<file path="src/rtl/qspd_pkg.sv">
package qspd_pkg;

  localparam logic [7:0] CHAR_PERCENT = 8'h25;
  localparam logic [7:0] CHAR_PLUS    = 8'h2B;
  localparam logic [7:0] CHAR_SPACE   = 8'h20;
  localparam logic [7:0] CHAR_AMP     = 8'h26;
  localparam logic [7:0] CHAR_EQUALS  = 8'h3D;

  // Escape progress: no escape, '%' seen, '%' and first digit seen.
  localparam logic [1:0] ESC_NONE  = 2'd0;
  localparam logic [1:0] ESC_FIRST = 2'd1;
  localparam logic [1:0] ESC_SECOND = 2'd2;

  typedef enum logic [3:0] {
    MODE_START = 4'b0001,
    MODE_NAME  = 4'b0010,
    MODE_VALUE = 4'b0100,
    MODE_SKIP  = 4'b1000
  } parse_mode_t;

  typedef struct packed {
    logic [7:0] in_byte;
    logic       last;
  } in_item_t;

  typedef struct packed {
    logic [7:0] out_byte;
    logic       byte_valid;
    logic       in_value;
    logic       name_end;
    logic       pair_end;
  } out_item_t;

endpackage

</file>
<file path="src/rtl/qspd_parse.sv">
module qspd_parse (
  input  logic               clk,
  input  logic               rst,
  input  logic               step,
  input  qspd_pkg::in_item_t item,
  output qspd_pkg::out_item_t result,
  output logic               has_result
);
  import qspd_pkg::*;

  parse_mode_t mode, mode_next;
  logic [1:0]  escape_count, escape_count_next;
  logic [3:0]  high_nibble, high_nibble_next;

  function automatic logic [3:0] hex_value(input logic [7:0] c);
    logic [3:0] v;
    v = 4'd0;
    if (c >= 8'h30 && c <= 8'h39) v = 4'(c - 8'h30);
    else if (c >= 8'h61 && c <= 8'h66) v = 4'(c - 8'h57);
    else if (c >= 8'h41 && c <= 8'h46) v = 4'(c - 8'h37);
    return v;
  endfunction

  logic [7:0] c;
  logic [1:0] esc_eff;
  logic [3:0] hi_eff;
  logic       dec_emit;
  logic [7:0] dec_val;
  logic [1:0] dec_esc;
  logic [3:0] dec_hi;
  logic       flush_emit;
  logic [7:0] flush_val;
  logic       tail_emit;
  logic [7:0] tail_val;
  logic       emit, name_end, pair_end, inval;
  logic [7:0] val;
  parse_mode_t mode_byte;
  logic [1:0]  esc_byte;
  logic [3:0]  hi_byte;

  assign c = item.in_byte;

  // A new item starts with no escape pending.
  assign esc_eff = (mode == MODE_START) ? ESC_NONE : escape_count;
  assign hi_eff  = (mode == MODE_START) ? 4'd0 : high_nibble;

  always_comb begin
    dec_emit = 1'b0;
    dec_val  = 8'd0;
    dec_esc  = ESC_NONE;
    dec_hi   = hi_eff;
    if (esc_eff == ESC_FIRST) begin
      dec_hi  = hex_value(c);
      dec_esc = ESC_SECOND;
    end else if (esc_eff == ESC_SECOND) begin
      dec_val  = {hi_eff, hex_value(c)};
      dec_emit = 1'b1;
      dec_hi   = 4'd0;
    end else if (c == CHAR_PERCENT) begin
      dec_esc = ESC_FIRST;
      dec_hi  = 4'd0;
    end else if (c == CHAR_PLUS) begin
      dec_val  = CHAR_SPACE;
      dec_emit = 1'b1;
    end else begin
      dec_val  = c;
      dec_emit = 1'b1;
    end
  end

  // Release of a pending escape at a segment end, before this byte.
  assign flush_emit = (escape_count == ESC_FIRST) || (escape_count == ESC_SECOND);
  assign flush_val  = (escape_count == ESC_SECOND) ? {high_nibble, 4'd0} : 8'd0;

  always_comb begin
    mode_byte = mode;
    esc_byte  = escape_count;
    hi_byte   = high_nibble;
    emit      = 1'b0;
    val       = 8'd0;
    name_end  = 1'b0;
    pair_end  = 1'b0;
    inval     = 1'b0;
    unique case (mode)
      MODE_START: begin
        if (c == CHAR_AMP) begin
          mode_byte = MODE_START;
        end else if (c == CHAR_EQUALS) begin
          mode_byte = MODE_SKIP;
        end else begin
          mode_byte = MODE_NAME;
          esc_byte  = dec_esc;
          hi_byte   = dec_hi;
          emit      = dec_emit;
          val       = dec_val;
        end
      end
      MODE_NAME: begin
        if (c == CHAR_AMP || c == CHAR_EQUALS) begin
          emit      = flush_emit;
          val       = flush_val;
          esc_byte  = ESC_NONE;
          hi_byte   = 4'd0;
          name_end  = 1'b1;
          pair_end  = (c == CHAR_AMP);
          mode_byte = (c == CHAR_AMP) ? MODE_START : MODE_VALUE;
        end else begin
          esc_byte = dec_esc;
          hi_byte  = dec_hi;
          emit     = dec_emit;
          val      = dec_val;
        end
      end
      MODE_VALUE: begin
        inval = 1'b1;
        if (c == CHAR_AMP) begin
          emit      = flush_emit;
          val       = flush_val;
          esc_byte  = ESC_NONE;
          hi_byte   = 4'd0;
          pair_end  = 1'b1;
          mode_byte = MODE_START;
        end else begin
          esc_byte = dec_esc;
          hi_byte  = dec_hi;
          emit     = dec_emit;
          val      = dec_val;
        end
      end
      MODE_SKIP: begin
        if (c == CHAR_AMP) mode_byte = MODE_START;
      end
      default: begin
        mode_byte = MODE_START;
      end
    endcase
  end

  // Close the open item on the last byte; a pending escape never coexists
  // with a byte emitted by this step.
  assign tail_emit = (esc_byte == ESC_FIRST) || (esc_byte == ESC_SECOND);
  assign tail_val  = (esc_byte == ESC_SECOND) ? {hi_byte, 4'd0} : 8'd0;

  logic       fin_emit, fin_name_end, fin_pair_end;
  logic [7:0] fin_val;

  always_comb begin
    fin_emit          = emit;
    fin_val           = val;
    fin_name_end      = name_end;
    fin_pair_end      = pair_end;
    mode_next         = mode_byte;
    escape_count_next = esc_byte;
    high_nibble_next  = hi_byte;
    if (item.last) begin
      if (mode_byte == MODE_NAME || mode_byte == MODE_VALUE) begin
        if (tail_emit) begin
          fin_emit = 1'b1;
          fin_val  = tail_val;
        end
        fin_pair_end = 1'b1;
        if (mode_byte == MODE_NAME) fin_name_end = 1'b1;
      end
      mode_next         = MODE_START;
      escape_count_next = ESC_NONE;
      high_nibble_next  = 4'd0;
    end
  end

  assign result.out_byte   = fin_emit ? fin_val : 8'd0;
  assign result.byte_valid = fin_emit;
  assign result.in_value   = inval;
  assign result.name_end   = fin_name_end;
  assign result.pair_end   = fin_pair_end;
  assign has_result        = fin_emit || fin_name_end || fin_pair_end;

  always_ff @(posedge clk) begin
    if (rst) begin
      mode         <= MODE_START;
      escape_count <= ESC_NONE;
      high_nibble  <= 4'd0;
    end else if (step) begin
      mode         <= mode_next;
      escape_count <= escape_count_next;
      high_nibble  <= high_nibble_next;
    end
  end

endmodule

</file>
<file path="src/rtl/qspd_out_reg.sv">
module qspd_out_reg (
  input  logic                clk,
  input  logic                rst,
  input  logic                load,
  input  qspd_pkg::out_item_t result,
  output logic                slot_open,
  output logic                out_valid,
  input  logic                out_ready,
  output qspd_pkg::out_item_t out_data
);
  import qspd_pkg::*;

  out_item_t held;
  logic      full;

  assign slot_open = !full || out_ready;
  assign out_valid = full;
  assign out_data  = held;

  always_ff @(posedge clk) begin
    if (rst) begin
      full <= 1'b0;
    end else if (load) begin
      full <= 1'b1;
    end else if (out_ready) begin
      full <= 1'b0;
    end
  end

  // Hold the request until taken; load only into an open slot.
  always_ff @(posedge clk) begin
    if (load) held <= result;
  end

endmodule

</file>
<file path="src/rtl/query_string_pair_decoder_core.sv">
// channel | handshake            | payload
// in      | in_valid / in_ready  | in_data  (in_byte, last)
// out     | out_valid / out_ready| out_data (out_byte, byte_valid, in_value, name_end, pair_end)
//
// One byte per cycle sustained while out_ready holds; results pass stage, then output register.
// Bytes that end in no result are consumed without using the output slot.
// The parse state (mode, escape progress, pending nibble) updates once per byte.
// rst is synchronous: it empties both registers and returns the parser to item start.
// A stalled output holds its request; in_ready falls only when that stall backs up.
module query_string_pair_decoder_core (
  input  logic                clk,
  input  logic                rst,
  input  logic                in_valid,
  output logic                in_ready,
  input  qspd_pkg::in_item_t  in_data,
  output logic                out_valid,
  input  logic                out_ready,
  output qspd_pkg::out_item_t out_data
);
  import qspd_pkg::*;

  in_item_t  stage;
  logic      stage_full;
  logic      advance;
  logic      slot_open;
  logic      has_result;
  out_item_t result;

  assign advance  = stage_full && (!has_result || slot_open);
  assign in_ready = !stage_full || advance;

  always_ff @(posedge clk) begin
    if (rst) begin
      stage_full <= 1'b0;
    end else if (in_ready) begin
      stage_full <= in_valid;
    end
  end

  always_ff @(posedge clk) begin
    if (in_valid && in_ready) stage <= in_data;
  end

  qspd_parse u_parse (
    .clk        (clk),
    .rst        (rst),
    .step       (advance),
    .item       (stage),
    .result     (result),
    .has_result (has_result)
  );

  qspd_out_reg u_out (
    .clk       (clk),
    .rst       (rst),
    .load      (advance && has_result),
    .result    (result),
    .slot_open (slot_open),
    .out_valid (out_valid),
    .out_ready (out_ready),
    .out_data  (out_data)
  );

  a_nonempty: assert property (@(posedge clk) disable iff (rst)
    out_valid |-> (out_data.byte_valid || out_data.name_end || out_data.pair_end))
    else $error("empty result delivered");

  a_name_side: assert property (@(posedge clk) disable iff (rst)
    out_valid |-> !(out_data.in_value && out_data.name_end))
    else $error("name end marked on value side");

  a_zero_byte: assert property (@(posedge clk) disable iff (rst)
    (out_valid && !out_data.byte_valid) |-> (out_data.out_byte == 8'd0))
    else $error("out_byte set without byte_valid");

  a_no_backpressure: assert property (@(posedge clk) disable iff (rst)
    out_ready |-> in_ready)
    else $error("input stalled while output ready");

endmodule

</file>
<file path="config.mk">
export PLATFORM = sky130hd
export DESIGN_NAME = query_string_pair_decoder_core
export DESIGN_NICKNAME = d
export VERILOG_FILES = /design/src/rtl/qspd_pkg.sv /design/src/rtl/qspd_parse.sv /design/src/rtl/qspd_out_reg.sv /design/src/rtl/query_string_pair_decoder_core.sv
export SDC_FILE = /design/constraint.sdc
export NUM_CORES = 1
export LEC_CHECK = 0
export BUFFER_PORTS_ARGS = -buffer_cell sky130_fd_sc_hd__buf_2
export CAP_MARGIN = 20
export CORE_MARGIN = 2
export CORE_UTILIZATION = 52
export DETAILED_ROUTE_END_ITERATION = 8
export PLACE_DENSITY = 0.72
export SLEW_MARGIN = 5
export SYNTH_ARGS = -nofsm -noshare
export SYNTH_HDL_FRONTEND = slang
export SYNTH_SLANG_ARGS = --single-unit
</file>
<file path="constraint.sdc">
create_clock -name clk -period 2.8 [get_ports clk]
set_input_delay 0.14 -clock clk [delete_from_list [all_inputs] [get_ports clk]]
set_output_delay 0.14 -clock clk [all_outputs]
set_load 0.02 [all_outputs]
</file>
Word-level counts from Yosys, hierarchy flattened
Cells that the tools add are included.
{"block": "classes", "addsub": 3, "n_lt_le_gt_ge": 6, "n_eq_ne": 16, "muxes": 68, "reduce_logical": 20}
{"cell": "$mux W8", "count": 13}
{"cell": "$mux W4", "count": 17}
{"cell": "$eq A8 B6 Y1 const B", "count": 4}
{"cell": "$pmux W4 S3", "count": 2}
{"cell": "$pmux W8 S3", "count": 1}
{"cell": "$mux W1", "count": 23}
{"cell": "$ge A8 B7 Y1 const B", "count": 2}
{"cell": "$le A8 B7 Y1 const B", "count": 2}
{"cell": "$mux W2", "count": 8}
{"cell": "$logic_or A1 B1 Y1", "count": 9}
{"cell": "$eq A4 B2 Y1 const B", "count": 2}
{"cell": "$eq A4 B3 Y1 const B", "count": 2}
{"cell": "$ge A8 B6 Y1 const B", "count": 1}
{"cell": "$le A8 B6 Y1 const B", "count": 1}
{"cell": "$sub A4 B3 Y4 const B", "count": 2}
{"cell": "$eq A2 B1 Y1 const B", "count": 3}
{"cell": "$eq A2 B2 Y1 const B", "count": 3}
{"cell": "$logic_and A1 B1 Y1", "count": 6}
{"cell": "$pmux W2 S3", "count": 1}
{"cell": "$eq A4 B1 Y1 const B", "count": 1}
{"cell": "$eq A4 B4 Y1 const B", "count": 1}
{"cell": "$sub A4 B1 Y4 const B", "count": 1}
{"cell": "$logic_not A1 Y1", "count": 3}
{"cell": "$mux W3", "count": 1}
{"cell": "other kinds (4)", "count": 4}
{"block": "totals", "ff_bits": 33, "input_bits": 13, "out_inout_bits": 14, "wordCells": 125}

Depth between registers and ports, before layout
Gate-level depths: netlist of the first run.
{"block": "logic_depth", "ltp_word": 20, "ltp_mapped": 13, "mapped_depth_nobuf": 12}

By module
A second synthesis of the first run with hierarchy kept.
{"block": "unflattened", "cells_unflattened": 219, "hier_area_um2": 2159.6}
{"mod": "qspd_parse", "instances": 1, "cells_per_inst": 186, "area_each_um2": 1402.6, "seq_area_each_um2": 200.2}
{"mod": "qspd_out_reg", "instances": 1, "cells_per_inst": 16, "area_each_um2": 406.6, "seq_area_each_um2": 380.4}
{"mod": "query_string_pair_decoder_core", "instances": 1, "cells_per_inst": 17, "area_each_um2": 350.3, "seq_area_each_um2": 290.3}

Worst setup path before layout of the first run
OpenSTA, ideal clock, no wires.
{"block": "synth_timing", "kind": "register -> register", "from": "register stage[1] (netlist name)", "to": "register u_out.held (netlist bit u_out.out_data[10]), data pin", "setup_time_ns": 0.257, "arrival_time_ns": 2.636, "required_ns": 2.543, "setup_slack_ns": -0.093, "stages_incl_launch_ff": 13, "path_buffers": 1, "synth_period_minus_slack_ns": 2.893, "path_cell_list": "edfxtp_1 > inv_1 > ha_1 > nor3b_1 > o21a_1 > buf_2 > o32a_1 > nor2_1 > a21oi_1 > ha_1 > nor3_2 > nor2b_1 > a32o_1"}
{"block": "synth_via", "elab_chain_cells": 13, "elab_cells_between_ends": 72, "cone_classes": "add/sub (3); order compare (6); eq/ne (8); mux (49); reduce/logical (6)"}
{"item": "from (decl)", "line_no": "query_string_pair_decoder_core.sv:22", "text": "in_item_t stage;"}
{"item": "from (signal assigned)", "line_no": "query_string_pair_decoder_core.sv:41", "text": "if (in_valid && in_ready) stage <= in_data;"}
{"item": "$ge A8 B7 Y1 or $le A8 B7 Y1 (tied branches)", "line_no": "qspd_parse.sv:20", "text": "else if (c >= 8'h41 && c <= 8'h46) v = 4'(c - 8'h37);"}
{"item": "$logic_and A1 B1 Y1", "line_no": "qspd_parse.sv:20"}
{"item": "$mux W4", "line_no": "qspd_parse.sv:20"}
{"item": "$mux W4", "line_no": "qspd_parse.sv:19", "text": "else if (c >= 8'h61 && c <= 8'h66) v = 4'(c - 8'h57);"}
{"item": "$mux W4", "line_no": "qspd_parse.sv:18", "text": "if (c >= 8'h30 && c <= 8'h39) v = 4'(c - 8'h30);"}
{"item": "$mux W4", "line_no": "qspd_parse.sv:52", "text": "if (esc_eff == ESC_FIRST) begin"}
{"item": "$mux W4", "line_no": "qspd_parse.sv:88", "text": "end else if (c == CHAR_EQUALS) begin"}
{"item": "$mux W4", "line_no": "qspd_parse.sv:86", "text": "if (c == CHAR_AMP) begin"}
{"item": "$pmux W4 S3", "line_no": "qspd_parse.sv:84", "text": "unique case (mode)"}
{"item": "$mux W8", "line_no": "qspd_parse.sv:142", "text": "assign tail_val = (esc_byte == ESC_SECOND) ? {hi_byte, 4'd0} : 8'd0;"}
{"item": "$mux W8", "line_no": "qspd_parse.sv:157", "text": "if (tail_emit) begin"}
{"item": "$mux W8", "line_no": "qspd_parse.sv:156", "text": "if (mode_byte == MODE_NAME || mode_byte == MODE_VALUE) begin"}
{"item": "$mux W8", "line_no": "qspd_parse.sv:155", "text": "if (item.last) begin"}
{"item": "to (signal assigned)", "line_no": "qspd_out_reg.sv:32", "text": "if (load) held <= result;"}
{"item": "to (decl)", "line_no": "qspd_out_reg.sv:13", "text": "out_item_t held;"}
Parallel ways exist; a longest one is shown, timed or not.
A chain may end at the register's enable or synchronous reset.

Final worst setup path of the first run
{"block": "layout_timing", "from": "register stage[6] (netlist name)", "to": "register u_out.held (netlist bit u_out.out_data[6]), data pin"}
{"block": "layout_via", "elab_chain_cells": 13, "elab_cells_between_ends": 60, "cone_classes": "order compare (6); eq/ne (8); mux (40); reduce/logical (6)"}
{"item": "$ge A8 B7 Y1 or $le A8 B7 Y1 (tied branches)", "line_no": "qspd_parse.sv:20"}
{"item": "$logic_and A1 B1 Y1", "line_no": "qspd_parse.sv:20"}
{"item": "$mux W4", "line_no": "qspd_parse.sv:20"}
{"item": "$mux W4", "line_no": "qspd_parse.sv:19"}
{"item": "$mux W4", "line_no": "qspd_parse.sv:18"}
{"item": "$mux W8", "line_no": "qspd_parse.sv:55", "text": "end else if (esc_eff == ESC_SECOND) begin"}
{"item": "$mux W8", "line_no": "qspd_parse.sv:52"}
{"item": "$mux W8", "line_no": "qspd_parse.sv:88"}
{"item": "$mux W8", "line_no": "qspd_parse.sv:86"}
{"item": "$pmux W8 S3", "line_no": "qspd_parse.sv:84"}
{"item": "$mux W8", "line_no": "qspd_parse.sv:157"}
{"item": "$mux W8", "line_no": "qspd_parse.sv:156"}
{"item": "$mux W8", "line_no": "qspd_parse.sv:155"}
Parallel ways exist; a longest one is shown, timed or not.

==> results of run 1 <==
-- kinds of logic after synthesis --
family                     Yosys count  synth area share
AOI/OAI and AO/OA                   65             0.235
xor gates and xnor gates             2           0.00834
adders and majority gates            6            0.0357
buffers and inverters               21            0.0518
DFF                                 33             0.415
muxes                                2           0.00953
and+or+nand+nor                     92             0.245
-- how the worst max path moves through the flow --
stage	slack (ns)	from	end	depth (start not counted)
after floorplan	0.01	stage[1]	u_out.out_data[10]	11
after global placement	0.11	stage[1]	u_out.out_data[11]	11
after detailed placement	0.02	stage[1]	u_out.out_data[8]	12
after CTS	0.04	stage[1]	u_out.out_data[11]	7
after global routing	-0.04	stage[2]	u_out.out_data[4]	14
final	0.13	stage[6]	u_out.out_data[6]	11
-- timing repair --
| item | CTS | global route |
|---|---|---|
| cloned | 0 | 0 |
| resized for setup | 0 | 17 |
| setup buffers | 0 | 3 |
| pin swaps | 1 | 6 |
| endpoints found under the setup margin | 1 | 20 |
-- per-stage QoR --
step           setup TNS [ns]  worst slack [ns]  std cells   util
2_1_floorplan               0            0.0147        221      -
3_3_place_gp                0             0.106        324  0.642
3_5_place_dp                0            0.0226        324  0.642
4_1_cts                     0            0.0360        332  0.663
5_1_grt                -0.114           -0.0414        335  0.683
6_report                    0             0.127        335  0.683
-- Yosys cell counts, drive strengths merged (2+ instances only) --
master   number  area [sq um]
edfxtp       21           631
nor2         21          81.3
nand2        15          56.3
dfxtp        12           240
a21oi        11          55.1
a32o         11           110
o21ai        11          55.1
inv          10          37.5
nor2b        10          62.6
buf           9          63.8
nand3         7          35.0
nor3          7          40.0
ha            6          75.1
nand2b        6          37.5
and3          4          25.0
nor3b         4          30.0
a22o          3          26.3
a22oi         3          22.5
o21bai        3          22.5
o22ai         3          18.8
a211o         2          17.5
a211oi        2          20.0
a31oi         2          12.5
and2          2          12.5
and4          2          17.5
clkbuf        2          7.51
mux2i         2          20.0
nand3b        2          15.0
nor4          2          12.5
nor4b         2          23.8
o211ai        2          15.0
o21a          2          22.5
o2bb2ai       2          17.5
or2           2          12.5
or4b          2          20.0
xor2          2          17.5
-- per-layer routing --
layer / wire (microns) / vias to the layer above
met5: 0 / -
met4: 90 / 0
met3: 324 / 8
met2: 2440 / 64
met1: 2270 / 902
li1: - / 966
-- state kept, by name (all words and copies together), names as in the netlist --
name,cells
u_out.out_valid,1
u_out.out_data,12
stage,9
stage_full,1
u_parse.mode,4
u_parse.escape_count,2
u_parse.high_nibble,4
-- area by class of cell --
class / count / share of cell area
Clock inverter: 1 / 0.00186
Multi-Input combinational cell: 167 / 0.441
Timing Repair Buffer: 67 / 0.167
Inverter: 10 / 0.0139
Clock buffer: 7 / 0.0284
Tap cell: 50 / 0.0232
Sequential cell: 33 / 0.325
-- worst max-delay path: stages, from the launching register on --
cell      delay [ns]
edfxtp_1        0.49
nor2b_2         0.23
and4_2          0.28
o32a_1          0.32
nor2_1          0.14
a21oi_2         0.06
ha_1            0.34
nor3_4          0.24
buf_4           0.15
nor2_1          0.04
nand2_1         0.10
nor2_1          0.06
-- power by group --
| group | total [W] | internal (W) | switching (W) |
|---|---|---|---|
| Clock | 0.000345 | 0.000174 | 0.000171 |
| Combinational | 0.000234 | 0.000108 | 0.000125 |
| Sequential | 0.000562 | 0.000547 | 0.0000144 |
==> impl_metrics.ini, run 1 <==
[drt]
avgRoutedWirePerCell_microns = 15.3
drc = 0
vias_per_cell = 5.79
dr.first_iter.drc_count = 99
vias = 1940
postRouteAntennaNets = 0
wirelength_microns = 5130
drt-pass1-iter-count = 4

[worst_setup_path]
reg2reg_from = stage[6]
cp.arrival_ns = 2.72
start_kind = flop
r2r_cells = 11
end_kind = flop
required_ns = 2.84
worst-setup-path-type = reg2reg
crit_fanout = 6
timing.rr.end = u_out.out_data[6]
rrSetupSlack_ns = 0.13

[global_routing]
grt_max_degree = 13
grtUsageMet3 = 0.0617
first_global_vias = 1800
grt_pass1_wl_microns = 8130
overflow = 0
gr-usage-all-layers = 0.241
top_usage_layer = met2
antenna_found_initial = 0
grt_util_met2 = 0.401
grtUsageMet1 = 0.302

[floorplan]
dieHeight_microns = 67.6
dieArea_sq_um = 4560
num_rows = 23
pin_count = 27
core_area_sq_um = 3940
initial_core_util = 0.533
die_w_microns = 67.6

[timing]
whs_ns = 0.0209
worst_pin_slew_ns = 0.664
report.final.slew_viol_count = 0
setup_viol = 0
fin_crit_sh = 0.955
hold_viol_final = 0
fmax_ghz = 0.374
fin_crit_ns = 2.67
skew_ns = 0.00956
slew-limit-headroom = 0.557

[clocking]
cts_sinks = 33
clk_latency_ns = 0.29
ctsLongestPathBuffers = 2
htreeDepth = 2
holdBufCountCts = 0
tritoncts = done
cts_root_buf = clkbuf_8
cts_buffers = 5
cts.clk_slew.worst_paths_ns = 0.07

[yosys]
synth_nets = 240
async_flop_share = 0
ys.warnings.count = 0
avgSynthCellArea_sq_um = 9.51
synthesis.area_sq_um = 2100
synth_enable_flop_cells = 21
ys_ff_latch = 33
syn-instance-count = 221
synthFlopType = edfxtp_1
ys_seq_area_frac = 0.415
synth_cell_types = 55

[hold_path]
worstHoldStart = in_data[0]
hold_class = in2reg
whs_path_depth = 1
hold_end = stage[0]

[pwr]
power-per-cell-area_nw_per_um2 = 424
vdd_drop_max_v = 0.000276
totalPowerFinal_w = 0.00114
p_leak_nw = 1.10

[cells_and_area]
area.growth.synth_to_final_pct = 28.1
fin_area_sq_um = 2690
nets = 303
layout.filler_cells = 323
register_area_sq_um = 873
multi_input_area_sq_um = 1190
layout_commonest_cell = buf_4
drive_gt1_frac = 0.347
layout_common_cells = buf_4 (40), buf_2 (26), edfxtp_1 (21), nor2_1 (19), nand2_1 (14)
antenna-diode-count = 0

[place]
hpwlAfterDp_microns = 3940
dpl_cell_area_sq_um = 2530
gp_congestion = 0.982
portBuffers = 26

[outcome]
status = completed

[flow_run]
max_cap_violations = 0
No activity file was read; power rests on OpenSTA's default activity.
==> run 2, diff against run 1 <==
--- a/config.mk
+++ b/config.mk
@@ -10,8 +10,10 @@
 export CORE_MARGIN = 2
 export CORE_UTILIZATION = 52
 export DETAILED_ROUTE_END_ITERATION = 8
+export GPL_ROUTABILITY_DRIVEN = 0
 export PLACE_DENSITY = 0.72
-export SLEW_MARGIN = 5
+export REMOVE_ABC_BUFFERS = 1
+export SLEW_MARGIN = 20
 export SYNTH_ARGS = -nofsm -noshare
 export SYNTH_HDL_FRONTEND = slang
 export SYNTH_SLANG_ARGS = --single-unit
==> run 2 against run 1 <==
Compared with the run above:
- critical path depth unchanged
- cell area decreased by 4.6%
- setup slack lost 0.021 ns
- final cell count shrank 3.9%
- fmax fell by 0.80%
- clock skew fell by 0.0033 ns
- worst hold slack worse by 0.0037 ns
==> impl_metrics.ini, run 2 (synthesis results as in run 1) <==
[timing]
fin_crit_sh = 0.962
fin_crit_ns = 2.69
worst_pin_slew_ns = 0.614
setup_viol = 0
hold_viol_final = 0
report.final.slew_viol_count = 0
fmax_ghz = 0.371
fin_ws_ns = 0.105
skew_ns = 0.00624
slew-limit-headroom = 0.590
whs_ns = 0.0172
rsz0062_at_grt = yes

[cells_and_area]
drive_gt1_frac = 0.287
finalNonFillerCells = 322
postLayoutCoreUtil = 0.651
largest_reg_flops = 12
antenna-diode-count = 0
nets = 290
layout_commonest_cell = buf_4
area.growth.synth_to_final_pct = 22.2
layout_common_cells = buf_4 (27), buf_2 (26), edfxtp_1 (21), nor2_1 (19), nand2_1 (14)

[drt]
wirelength_microns = 5100
postRouteAntennaNets = 0
dr.first_iter.drc_count = 139
vias_per_cell = 5.95
vias = 1917
avgRoutedWirePerCell_microns = 15.8
drt-pass1-iter-count = 4
drc = 0

[clocking]
tritoncts = done
clk_latency_ns = 0.29
cts_sinks = 33
cts_buffers = 5
cts.clk_slew.worst_paths_ns = 0.07
cts_root_buf = clkbuf_8
htreeDepth = 2
ctsLongestPathBuffers = 2

[floorplan]
dieArea_sq_um = 4560
core_area_sq_um = 3940
pin_count = 27
dieHeight_microns = 67.6
num_rows = 23
initial_core_util = 0.533
die_w_microns = 67.6

[place]
hpwlAfterDp_microns = 4050
placed_cells = 314
portBuffers = 26
dp_slack_ns = 0.0315

[global_routing]
first_global_vias = 1729
overflow = 0
grt_max_degree = 13
antenna_found_initial = 0
gr-usage-all-layers = 0.248
grt_pass1_wl_microns = 8220

[hold_path]
whs_path_depth = 1
worstHoldStart = in_data[8]
hold_class = in2reg
hold_end = stage[8]

[worst_setup_path]
crit_fanout = 8
cpLargestDelayFamily = simple AND/OR/NAND/NOR gates
end_kind = flop
start_kind = flop
reg2reg_from = u_parse.mode[1]
critical_path_depth = 11
rrSetupSlack_ns = 0.11
critPathBufInv = 1
startpoint = u_parse.mode[1]
path_cells = nand2b_1 > or3_1 > o32a_1 > nor2_1 > a21oi_1 > ha_1 > nor3_2 > buf_4 > nor2_1 > nand2_1 > nor2_1
timing.rr.end = u_out.out_data[5]
r2r_cells = 11
crit_path_top_delay_cell = dfxtp_1
crit_top_cell = nor2_1
cpPeakStageDelay_ns = 0.40
worst-setup-path-type = reg2reg
cp.arrival_ns = 2.75
required_ns = 2.85

[pwr]
vdd_drop_max_v = 0.000299
totalPowerFinal_w = 0.00117
power-per-cell-area_nw_per_um2 = 456
p_leak_nw = 1.04

[flow_run]
max_cap_violations = 0

[outcome]
status = completed
-- run 2: cell count changes in the layout (fill, tap and decap cells not counted), sizes merged --
cell / delta
buf: -13
-- run 2: worst max path at each step --
stage	end	slack (ns)
floorplan	u_out.out_data[10]	-0.11
global placement	u_out.out_data[4]	0.13
detailed placement	u_out.out_data[2]	0.03
CTS	u_out.out_data[5]	0.01
global route	u_out.out_data[5]	-0.003
finish	u_out.out_data[5]	0.11
-- run 2: through the flow --
| stage | TNS [ns] | area (sq um) |
|---|---|---|
| after floorplan | -0.448 | 2030 |
| after global placement | 0 | 2440 |
| after detailed placement | 0 | 2440 |
| after CTS | 0 | 2550 |
| after global routing | -0.00350 | 2570 |
| final | 0 | 2570 |
-- run 2: per-layer routing --
layer / vias up / share of wire / track usage
met5: - / 0 / 0
li1: 945 / - / -
met4: 0 / 0.020 / 0.0867
met3: 11 / 0.054 / 0.0683
met1: 897 / 0.44 / 0.300
met2: 64 / 0.49 / 0.419
-- run 2: power by group --
| group | internal [W] | total (W) | switching [W] | leakage (nW) |
|---|---|---|---|---|
| clock network | 0.000222 | 0.000395 | 0.000173 | 0.0542 |
| registers | 0.000547 | 0.000563 | 0.0000155 | 0.299 |
| logic | 0.0000954 | 0.000215 | 0.000119 | 0.683 |
-- run 2: cell type report --
type	count	area, sq um
fill	320	1380
clock buffer	7	96.3
sequential	33	872
timing repair buffer	54	353
inverter	10	37.5
tap	50	62.6
clock inverter	1	5.00
multi-input combinational	167	1140
-- run 2: what timing repair did --
action / in CTS / in global routing
hold buffers: 0 / 0
endpoints found under the setup margin: 0 / 31
setup buffers: 0 / 0
resized for setup: 0 / 8
